## src/sv/pmpred_pkg.sv

```systemverilog
// ----------------------------------------------------------------------------
// pmpred_pkg
// Shared types and constants for the protection region encode/decode block.
// ----------------------------------------------------------------------------
package pmpred_pkg;

  localparam int ENTRY_COUNT = 16;
  localparam int XLEN_BITS   = 64;
  localparam int GRAIN_SHIFT = 2;
  localparam int IDX_W       = (ENTRY_COUNT > 1) ? $clog2(ENTRY_COUNT) : 1;
  localparam int SHAMT_W     = $clog2(XLEN_BITS);
  localparam int LOG_W       = 7;
  localparam int CHUNK_W     = 16;
  localparam int CHUNK_LOG_W = $clog2(CHUNK_W);

  localparam logic [7:0] MODE_FIELD = 8'h18;
  localparam logic [7:0] MODE_NA4   = 8'h10;
  localparam logic [7:0] MODE_NAPOT = 8'h18;

  typedef enum logic {
    ACT_SET = 1'b0,
    ACT_GET = 1'b1
  } action_e;

  typedef enum logic [1:0] {
    ST_IDLE,
    ST_EXEC,
    ST_COUNT,
    ST_RESP
  } state_e;

  typedef struct packed {
    logic                   en;
    logic [IDX_W-1:0]       idx;
    logic [7:0]             cfg;
    logic [XLEN_BITS-1:0]   addr;
  } tbl_wr_t;

  typedef struct packed {
    logic             done;
    logic [LOG_W-1:0] count;
  } cnt_stat_t;

endpackage

```

## src/sv/pmp_region_encode_decode.sv

```systemverilog
// ----------------------------------------------------------------------------
// pmp_region_encode_decode
// Encodes and decodes protection table entries (NA4 / NAPOT address words).
// ----------------------------------------------------------------------------
// sequence: set, invalid and non-NAPOT get go from EXEC to RESP, which raises done_o;
//   a NAPOT get of a word that is not all ones passes through COUNT between them, by 16-bit chunk
// throughput: one item at a time, start is taken again the cycle after done_o
// reset: all entries clear to zero config (off) and zero address
// the result is shown for one cycle on done_o and cannot be stalled
module pmp_region_encode_decode (
  input  logic        clk_i,
  input  logic        rst_ni,
  input  logic        start_i,
  output logic        busy_o,
  input  logic        action_i,
  input  logic [5:0]  entry_i,
  input  logic [7:0]  permissions_i,
  input  logic [63:0] region_base_i,
  input  logic [6:0]  size_exponent_i,
  output logic        done_o,
  output logic        status_o,
  output logic [7:0]  config_byte_o,
  output logic [63:0] decoded_base_o,
  output logic [63:0] decoded_size_o
);
  import pmpred_pkg::*;

  state_e state_q, state_d;

  logic                 action_q;
  logic [5:0]           entry_q;
  logic [7:0]           perm_q;
  logic [XLEN_BITS-1:0] base_q;
  logic [6:0]           lg_q;

  logic                 status_q, status_d;
  logic [7:0]           cfg_q, cfg_d;
  logic [XLEN_BITS-1:0] dbase_q, dbase_d;
  logic [XLEN_BITS-1:0] dsize_q, dsize_d;

  tbl_wr_t              tbl_wr;
  logic [7:0]           rd_cfg;
  logic [XLEN_BITS-1:0] rd_addr;
  logic                 cnt_load;
  cnt_stat_t            cnt_stat;

  logic                 idx_ok;
  logic                 lg_ok;
  logic                 is_napot;
  logic                 all_ones;
  logic                 need_cnt;
  logic                 accept;
  logic                 latch_res;
  logic [SHAMT_W-1:0]   enc_sh;
  logic [XLEN_BITS-1:0] enc_low;
  logic [XLEN_BITS-1:0] enc_word;
  logic [7:0]           enc_cfg;
  logic [XLEN_BITS-1:0] keep;
  logic [LOG_W-1:0]     dlog;

  pmpred_table u_table (
    .clk_i     (clk_i),
    .rst_ni    (rst_ni),
    .wr_i      (tbl_wr),
    .rd_idx_i  (entry_q[IDX_W-1:0]),
    .rd_cfg_o  (rd_cfg),
    .rd_addr_o (rd_addr)
  );

  pmpred_ones_cnt u_cnt (
    .clk_i  (clk_i),
    .rst_ni (rst_ni),
    .load_i (cnt_load),
    .word_i (rd_addr),
    .stat_o (cnt_stat)
  );

  // argument checks and mode of the stored entry
  always_comb begin
    idx_ok   = 7'(entry_q) < 7'(ENTRY_COUNT);
    lg_ok    = (lg_q >= 7'(GRAIN_SHIFT)) && (lg_q <= 7'(XLEN_BITS));
    is_napot = (rd_cfg & MODE_FIELD) == MODE_NAPOT;
    all_ones = &rd_addr;
    need_cnt = idx_ok && (action_e'(action_q) == ACT_GET) && is_napot && !all_ones;
  end

  // set encode
  always_comb begin
    enc_sh  = SHAMT_W'(lg_q - 7'(GRAIN_SHIFT));
    enc_low = (XLEN_BITS'(1) << enc_sh) - XLEN_BITS'(1);
    if (lg_q == 7'(GRAIN_SHIFT)) begin
      enc_cfg  = perm_q | MODE_NA4;
      enc_word = base_q >> GRAIN_SHIFT;
    end else if (lg_q == 7'(XLEN_BITS)) begin
      enc_cfg  = perm_q | MODE_NAPOT;
      enc_word = '1;
    end else begin
      enc_cfg  = perm_q | MODE_NAPOT;
      enc_word = ((base_q >> GRAIN_SHIFT) & ~enc_low) | (enc_low >> 1);
    end
    tbl_wr.en   = (state_q == ST_EXEC) && idx_ok && lg_ok &&
                  (action_e'(action_q) == ACT_SET);
    tbl_wr.idx  = entry_q[IDX_W-1:0];
    tbl_wr.cfg  = enc_cfg;
    tbl_wr.addr = enc_word;
  end

  // result select
  always_comb begin
    keep     = ~((XLEN_BITS'(1) << cnt_stat.count[SHAMT_W-1:0]) - XLEN_BITS'(1));
    dlog     = cnt_stat.count + LOG_W'(GRAIN_SHIFT + 1);
    status_d = 1'b0;
    cfg_d    = '0;
    dbase_d  = '0;
    dsize_d  = '0;
    if (!idx_ok) begin
      status_d = 1'b1;
    end else if (action_e'(action_q) == ACT_SET) begin
      status_d = !lg_ok;
    end else begin
      cfg_d = rd_cfg;
      if (!is_napot) begin
        dbase_d = rd_addr << GRAIN_SHIFT;
        dsize_d = XLEN_BITS'(1) << GRAIN_SHIFT;
      end else if (all_ones) begin
        dbase_d = '0;
        dsize_d = '0;
      end else begin
        dbase_d = (rd_addr & keep) << GRAIN_SHIFT;
        dsize_d = (dlog < LOG_W'(XLEN_BITS)) ? (XLEN_BITS'(1) << dlog[SHAMT_W-1:0]) : '0;
      end
    end
  end

  // next state
  always_comb begin
    state_d = state_q;
    unique case (state_q)
      ST_IDLE: begin
        if (start_i) begin
          state_d = ST_EXEC;
        end
      end
      ST_EXEC: begin
        state_d = need_cnt ? ST_COUNT : ST_RESP;
      end
      ST_COUNT: begin
        if (cnt_stat.done) begin
          state_d = ST_RESP;
        end
      end
      ST_RESP: begin
        state_d = ST_IDLE;
      end
      default: begin
        state_d = ST_IDLE;
      end
    endcase
  end

  // sequencer outputs
  always_comb begin
    accept    = 1'b0;
    cnt_load  = 1'b0;
    latch_res = 1'b0;
    busy_o    = 1'b1;
    done_o    = 1'b0;
    unique case (state_q)
      ST_IDLE: begin
        busy_o = 1'b0;
        accept = start_i;
      end
      ST_EXEC: begin
        cnt_load  = need_cnt;
        latch_res = !need_cnt;
      end
      ST_COUNT: begin
        latch_res = cnt_stat.done;
      end
      ST_RESP: begin
        done_o = 1'b1;
      end
      default: begin
        busy_o = 1'b1;
      end
    endcase
  end

  always_ff @(posedge clk_i or negedge rst_ni) begin
    if (!rst_ni) begin
      state_q <= ST_IDLE;
    end else begin
      state_q <= state_d;
    end
  end

  always_ff @(posedge clk_i) begin
    if (accept) begin
      action_q <= action_i;
      entry_q  <= entry_i;
      perm_q   <= permissions_i;
      base_q   <= region_base_i;
      lg_q     <= size_exponent_i;
    end
    if (latch_res) begin
      status_q <= status_d;
      cfg_q    <= cfg_d;
      dbase_q  <= dbase_d;
      dsize_q  <= dsize_d;
    end
  end

  assign status_o       = status_q;
  assign config_byte_o  = cfg_q;
  assign decoded_base_o = dbase_q;
  assign decoded_size_o = dsize_q;

endmodule

```

## src/sv/pmpred_table.sv

```systemverilog
// ----------------------------------------------------------------------------
// pmpred_table
// Per-entry config bytes and address words, cleared at reset.
// ----------------------------------------------------------------------------
module pmpred_table (
  input  logic                          clk_i,
  input  logic                          rst_ni,
  input  pmpred_pkg::tbl_wr_t           wr_i,
  input  logic [pmpred_pkg::IDX_W-1:0]  rd_idx_i,
  output logic [7:0]                    rd_cfg_o,
  output logic [pmpred_pkg::XLEN_BITS-1:0] rd_addr_o
);
  import pmpred_pkg::*;

  logic [7:0]           cfg_q  [ENTRY_COUNT];
  logic [XLEN_BITS-1:0] addr_q [ENTRY_COUNT];

  always_ff @(posedge clk_i or negedge rst_ni) begin
    if (!rst_ni) begin
      for (int i = 0; i < ENTRY_COUNT; i++) begin
        cfg_q[i]  <= '0;
        addr_q[i] <= '0;
      end
    end else if (wr_i.en) begin
      cfg_q[wr_i.idx]  <= wr_i.cfg;
      addr_q[wr_i.idx] <= wr_i.addr;
    end
  end

  assign rd_cfg_o  = cfg_q[rd_idx_i];
  assign rd_addr_o = addr_q[rd_idx_i];

endmodule

```

## src/sv/pmpred_ones_cnt.sv

```systemverilog
// ----------------------------------------------------------------------------
// pmpred_ones_cnt
// Trailing-ones counter, one chunk of the address word per cycle.
// ----------------------------------------------------------------------------
module pmpred_ones_cnt (
  input  logic                             clk_i,
  input  logic                             rst_ni,
  input  logic                             load_i,
  input  logic [pmpred_pkg::XLEN_BITS-1:0] word_i,
  output pmpred_pkg::cnt_stat_t            stat_o
);
  import pmpred_pkg::*;

  logic [XLEN_BITS-1:0]   sh_q, sh_d;
  logic [LOG_W-1:0]       cnt_q, cnt_d;
  logic                   run_q, run_d;
  logic [CHUNK_W-1:0]     chunk;
  logic                   full;
  logic [CHUNK_LOG_W-1:0] tz;

  always_comb begin
    chunk = sh_q[CHUNK_W-1:0];
    full  = &chunk;
    tz    = '0;
    for (int i = CHUNK_W - 1; i >= 0; i--) begin
      if (!chunk[i]) begin
        tz = CHUNK_LOG_W'(i);
      end
    end
  end

  always_comb begin
    sh_d  = sh_q;
    cnt_d = cnt_q;
    run_d = run_q;
    if (load_i) begin
      sh_d  = word_i;
      cnt_d = '0;
      run_d = 1'b1;
    end else if (run_q) begin
      if (full) begin
        sh_d  = sh_q >> CHUNK_W;
        cnt_d = cnt_q + LOG_W'(CHUNK_W);
      end else begin
        run_d = 1'b0;
      end
    end
  end

  always_ff @(posedge clk_i or negedge rst_ni) begin
    if (!rst_ni) begin
      run_q <= 1'b0;
      cnt_q <= '0;
    end else begin
      run_q <= run_d;
      cnt_q <= cnt_d;
    end
  end

  always_ff @(posedge clk_i) begin
    sh_q <= sh_d;
  end

  assign stat_o.done  = run_q && !full;
  assign stat_o.count = cnt_q + LOG_W'(tz);

endmodule

```

## config.mk

```make
export PLATFORM = sky130hd
export DESIGN_NAME = pmp_region_encode_decode
export DESIGN_NICKNAME = d
export VERILOG_FILES = /design/src/sv/pmpred_pkg.sv /design/src/sv/pmp_region_encode_decode.sv /design/src/sv/pmpred_table.sv /design/src/sv/pmpred_ones_cnt.sv
export SDC_FILE = /design/constraint.sdc
export NUM_CORES = 2
export LEC_CHECK = 0
export BUFFER_PORTS_ARGS = -buffer_cell sky130_fd_sc_hd__buf_4
export CORE_MARGIN = 3
export CORE_UTILIZATION = 45
export CTS_CLUSTER_DIAMETER = 60
export DETAILED_ROUTE_END_ITERATION = 10
export PLACE_DENSITY = 0.65
export SLEW_MARGIN = 5
export SYNTH_ARGS = -nofsm -noshare
export SYNTH_HDL_FRONTEND = slang
export SYNTH_SLANG_ARGS = --single-unit
```

## constraint.sdc

```tcl
create_clock -name clk_i -period 13.15 [get_ports clk_i]
set_clock_uncertainty 0.1 [all_clocks]
set_input_delay 1.9725 -clock clk_i [delete_from_list [all_inputs] [get_ports clk_i]]
set_output_delay 1.9725 -clock clk_i [all_outputs]
set_load 0.005 [all_outputs]
```

==> flow_metrics.tcl <==
set metrics [dict create \
    dp_hpwl_um 120000 \
    r2r_cells 15 \
    wl_per_cell_um 24.2 \
    synth-seq-area-share_pct 57.7 \
    yosysWarnings 0 \
    cap_violations 0 \
    crit_path_top_delay_cell "buf_4" \
    worstPathRequired_ns 13.46 \
    finalCritPeriodShare_pct 50.6 \
    synth_mux_area_share_pct 11.3 \
    start_kind "flop" \
    holdWs_ns 0.360 \
    synth_fa_ha_area_share_pct 0.212 \
    fmax_mhz 150 \
    status "finished clean" \
    worstSetupEndpoint "decoded_base_o[15]" \
    switchingPower_mw 4.14 \
    synthCells 5973 \
    synth_top_family_by_area "compound AO/OA/AOI/OAI gates" \
    gp_congestion 0.967 \
    rsz0062_at_grt "false" \
    cp.depth 15 \
    crit_start "entry_q[3]" \
    dieHeight_um 386 \
    synth_compound_area_share_pct 13.4 \
    rr_startpoint "entry_q[3]" \
    ant_nets 0 \
    synth-seq-cells 1440 \
    avgViaCountPerCell 5.93 \
    h-tree-depth 4 \
    synthArstFlopShare_pct 80.4 \
    critPathMaxFanout 69 \
    cellPowerDensity_nw_per_um2 180 \
    synth-simple-area-share_pct 13.2 \
    hp-class "flop to flop" \
    avgSynthCellArea_um2 10.9 \
    path_cells "buf_4 -> nor2b_4 -> buf_4 -> buf_4 -> a22o_1 -> a221oi_1 -> or4_1 -> nor4_1 -> nand4_2 -> buf_4 -> nand2_2 -> o211ai_1 -> o21ai_4 -> buf_4 -> buf_4" \
    grt_pass1_vias 45700 \
    clock_path_buffers 3 \
    synth_xor_area_share_pct 0.419 \
    drt-pass1-iter-count 6 \
    rrSetupSlack_ns 6.50 \
    numCtsBuffers 152 \
    cts.sinks 1440 \
    post-route-drc-count 0 \
    tightest_slew_ns 1.31 \
    chipWidth_um 386 \
    crit_buf_inv 6 \
    critical_path_arrival_ns 6.97 \
    coreArea_um2 142000 \
    cpPeakStageDelay_ns 0.74 \
    antenna_found_initial 4 \
    grt_pass1_wl_um 290000 \
    clk_pin_slew_ns 0.06 \
    synth_top_flop_cell "dfrtp_1" \
    start_util_pct 45.6 \
    power.share.switching_pct 31.5 \
    regToRegEndpoint "decoded_base_o[15]" \
    maxSlewViolCount 0 \
    pin_count 228 \
    setup_viol 0 \
    p_leak_nw 31.8 \
    seq_power_share_pct 44.8 \
    irDropWorstVdd_v 0.000124 \
    track_usage_pct 26.0 \
    comb_power_share_pct 22.6 \
    drive_gt1_share_pct 16.5 \
    crit_family "buffers and inverters" \
    hold_buffers 0 \
    area_delta_synth_final_pct 12.3 \
    tritoncts "built" \
    port_buffers 222 \
    slew_headroom_pct 12.8 \
    grt-ovfl-total 0 \
    die_area_um2 149000 \
    hold_viol_final 0 \
    syn_area_um2 64900 \
    grt_max_degree 161 \
    synth_cell_type_count 97 \
    fin_crit_ns 6.65 \
    cts_resized 0 \
    vias 47300 \
    crit_top_cell "buf_4" \
    num-nets-final 6048 \
    power.share.clock_pct 32.6 \
    wirelength_um 193000 \
    synth_edf_count 282 \
    internal_power_mw 8.99 \
    crit_type "flop to flop" \
    endpoint_kind "flop" \
    p_total_mw 13.1 \
    yosys.area.top_type "dfrtp_1" \
    synth_top_area_share_pct 44.7 \
    postCtsSetupBuffers 0 \
    drt_iter0_drc 5603 \
    min-delay-start "u_table.cfg_q[15]" \
    cts-root-buf "clkbuf_16" \
    core.rowCount 138 \
    synth_area_leaders "dfrtp_1, edfxtp_1, mux4_2" \
    clkLatencyLatePin_ns 0.79 \
    final.setup.tns_ns 0 \
]
==> cell families after synthesis <==
kind of cell | after synthesis
buffers and inverters | 546
XOR/XNOR | 31
adder cells (fa/ha/maj) | 11
other | 1
AND/OR/NAND/NOR | 2045
flip-flops | 1440
multiplexers | 358
AO/OA/AOI/OAI | 1541
==> synthesized netlist by cell type, drive strengths merged (5+ instances only) <==
cell type and number:
nor2b 12, o31ai 8, or4 6, nor2 496, nor3 85, a211oi 18, xnor2 23, a31oi 15
or3 10, a22oi 102, and3 17, o21ai 790, dfrtp 1158, mux4 296, nor4 32, or2 7
nand2 1209, ha 11, nand3 57, clkbuf 387, o2111ai 8, and4 5, a311oi 5, a221o 5
nand4 25, edfxtp 282, a22o 20, a21oi 449, a2bb2oi 6, inv 24, xor2 8, and2 38
a211o 6, a221oi 15, buf 134, mux2 47, o21a 22, mux2i 15, o211ai 21, nand2b 34
o311a 5
==> registers in the layout (all words and copies together) (netlist names), 3 cells and up <==
| name | flops |
|---|---|
| base_q | 62 |
| perm_q | 7 |
| u_table.addr_q | 1024 |
| u_table.cfg_q | 128 |
| entry_q | 6 |
| decoded_base_o | 62 |
| decoded_size_o | 64 |
| config_byte_o | 8 |
| u_cnt.cnt_q | 3 |
| lg_q | 7 |
| u_cnt.sh_q | 64 |
==> final cells by class <==
| class | instances | area (µm²) |
|---|---|---|
| tap | 1890 | 2360 |
| inverter | 25 | 93.8 |
| sequential | 1440 | 37400 |
| timing repair buffer | 340 | 2650 |
| clock buffer | 222 | 4370 |
| fill | 12600 | 69500 |
| antenna | 5 | 12.5 |
| multi-input combinational | 3989 | 25300 |
| clock inverter | 56 | 591 |
==> stage by stage <==
| step | cells | setup WS [ns] | utilization, % | cell area [µm²] |
|---|---|---|---|---|
| finish | 7967 | 6.50 | 51.2 | 72800 |
| global placement | 7684 | 6.61 | 47.7 | 67800 |
| floorplan | 5975 | 1.89 | - | 64900 |
| detailed placement | 7684 | 6.58 | 47.7 | 67800 |
| global route | 7962 | 6.20 | 51.2 | 72800 |
| CTS | 7962 | 6.57 | 51.2 | 72800 |
==> per-layer routing <==
layer / track usage, % / part of all wire (%) / up-vias / routed length (µm)
li1: - / - / 21100 / -
met1: 37.7 / 43 / 23700 / 82900
met2: 39.3 / 45 / 2135 / 86100
met3: 5.00 / 8.9 / 409 / 17200
met4: 8.94 / 3.5 / 0 / 6690
met5: 0 / 0 / - / 0
==> layout by cell type (no fill, tap or decap), drive strengths merged, types with 11 or more instances in the layout <==
| cell type | instances |
|---|---|
| nand2b | 34 |
| a22oi | 102 |
| nor2b | 12 |
| mux4 | 296 |
| inv | 41 |
| a211oi | 18 |
| dfrtp | 1158 |
| o21a | 22 |
| xnor2 | 23 |
| buf | 340 |
| and3 | 17 |
| nor4 | 32 |
| clkinv | 32 |
| nand4 | 25 |
| a31oi | 15 |
| mux2 | 47 |
| edfxtp | 282 |
| o211ai | 21 |
| mux2i | 15 |
| nor2 | 496 |
| nand2 | 1209 |
| ha | 11 |
| and2 | 38 |
| o21ai | 790 |
| nor3 | 85 |
| a221oi | 15 |
| a21oi | 449 |
| a22o | 20 |
| nand3 | 57 |
| clkbuf | 222 |
==> power by group through the flow <==
stage               combinational [mW]  clock, mW  sequential (mW)
floorplan                         1.83          0             5.91
global placement                  2.89          0             5.92
detailed placement                2.94          0             5.96
CTS                               2.95       4.35             5.88
global route                      3.24       4.54             5.97
finish                            2.97       4.28             5.89
==> worst min-delay path by stage <==
stage	end	slack (ns)	depth (start not counted)
2_1_floorplan	u_table.cfg_q[108]	0.33	1
3_3_place_gp	u_table.cfg_q[36]	0.34	1
3_5_place_dp	u_table.cfg_q[116]	0.35	1
4_1_cts	u_table.cfg_q[15]	0.37	2
5_1_grt	u_table.cfg_q[9]	0.38	2
6_report	u_table.cfg_q[15]	0.36	2
==> worst reg2reg max path, cell delays in order (launching register included) <==
cell and delay [ns]:
edfxtp_1 0.33, buf_4 0.34, nor2b_4 0.44, buf_4 0.52, buf_4 0.69, a22o_1 0.32
a221oi_1 0.16, or4_1 0.61, nor4_1 0.36, nand4_2 0.13, buf_4 0.28, nand2_2 0.15
o211ai_1 0.14, o21ai_4 0.30, buf_4 0.61, buf_4 0.77
Power figures use the tool's default switching activity.
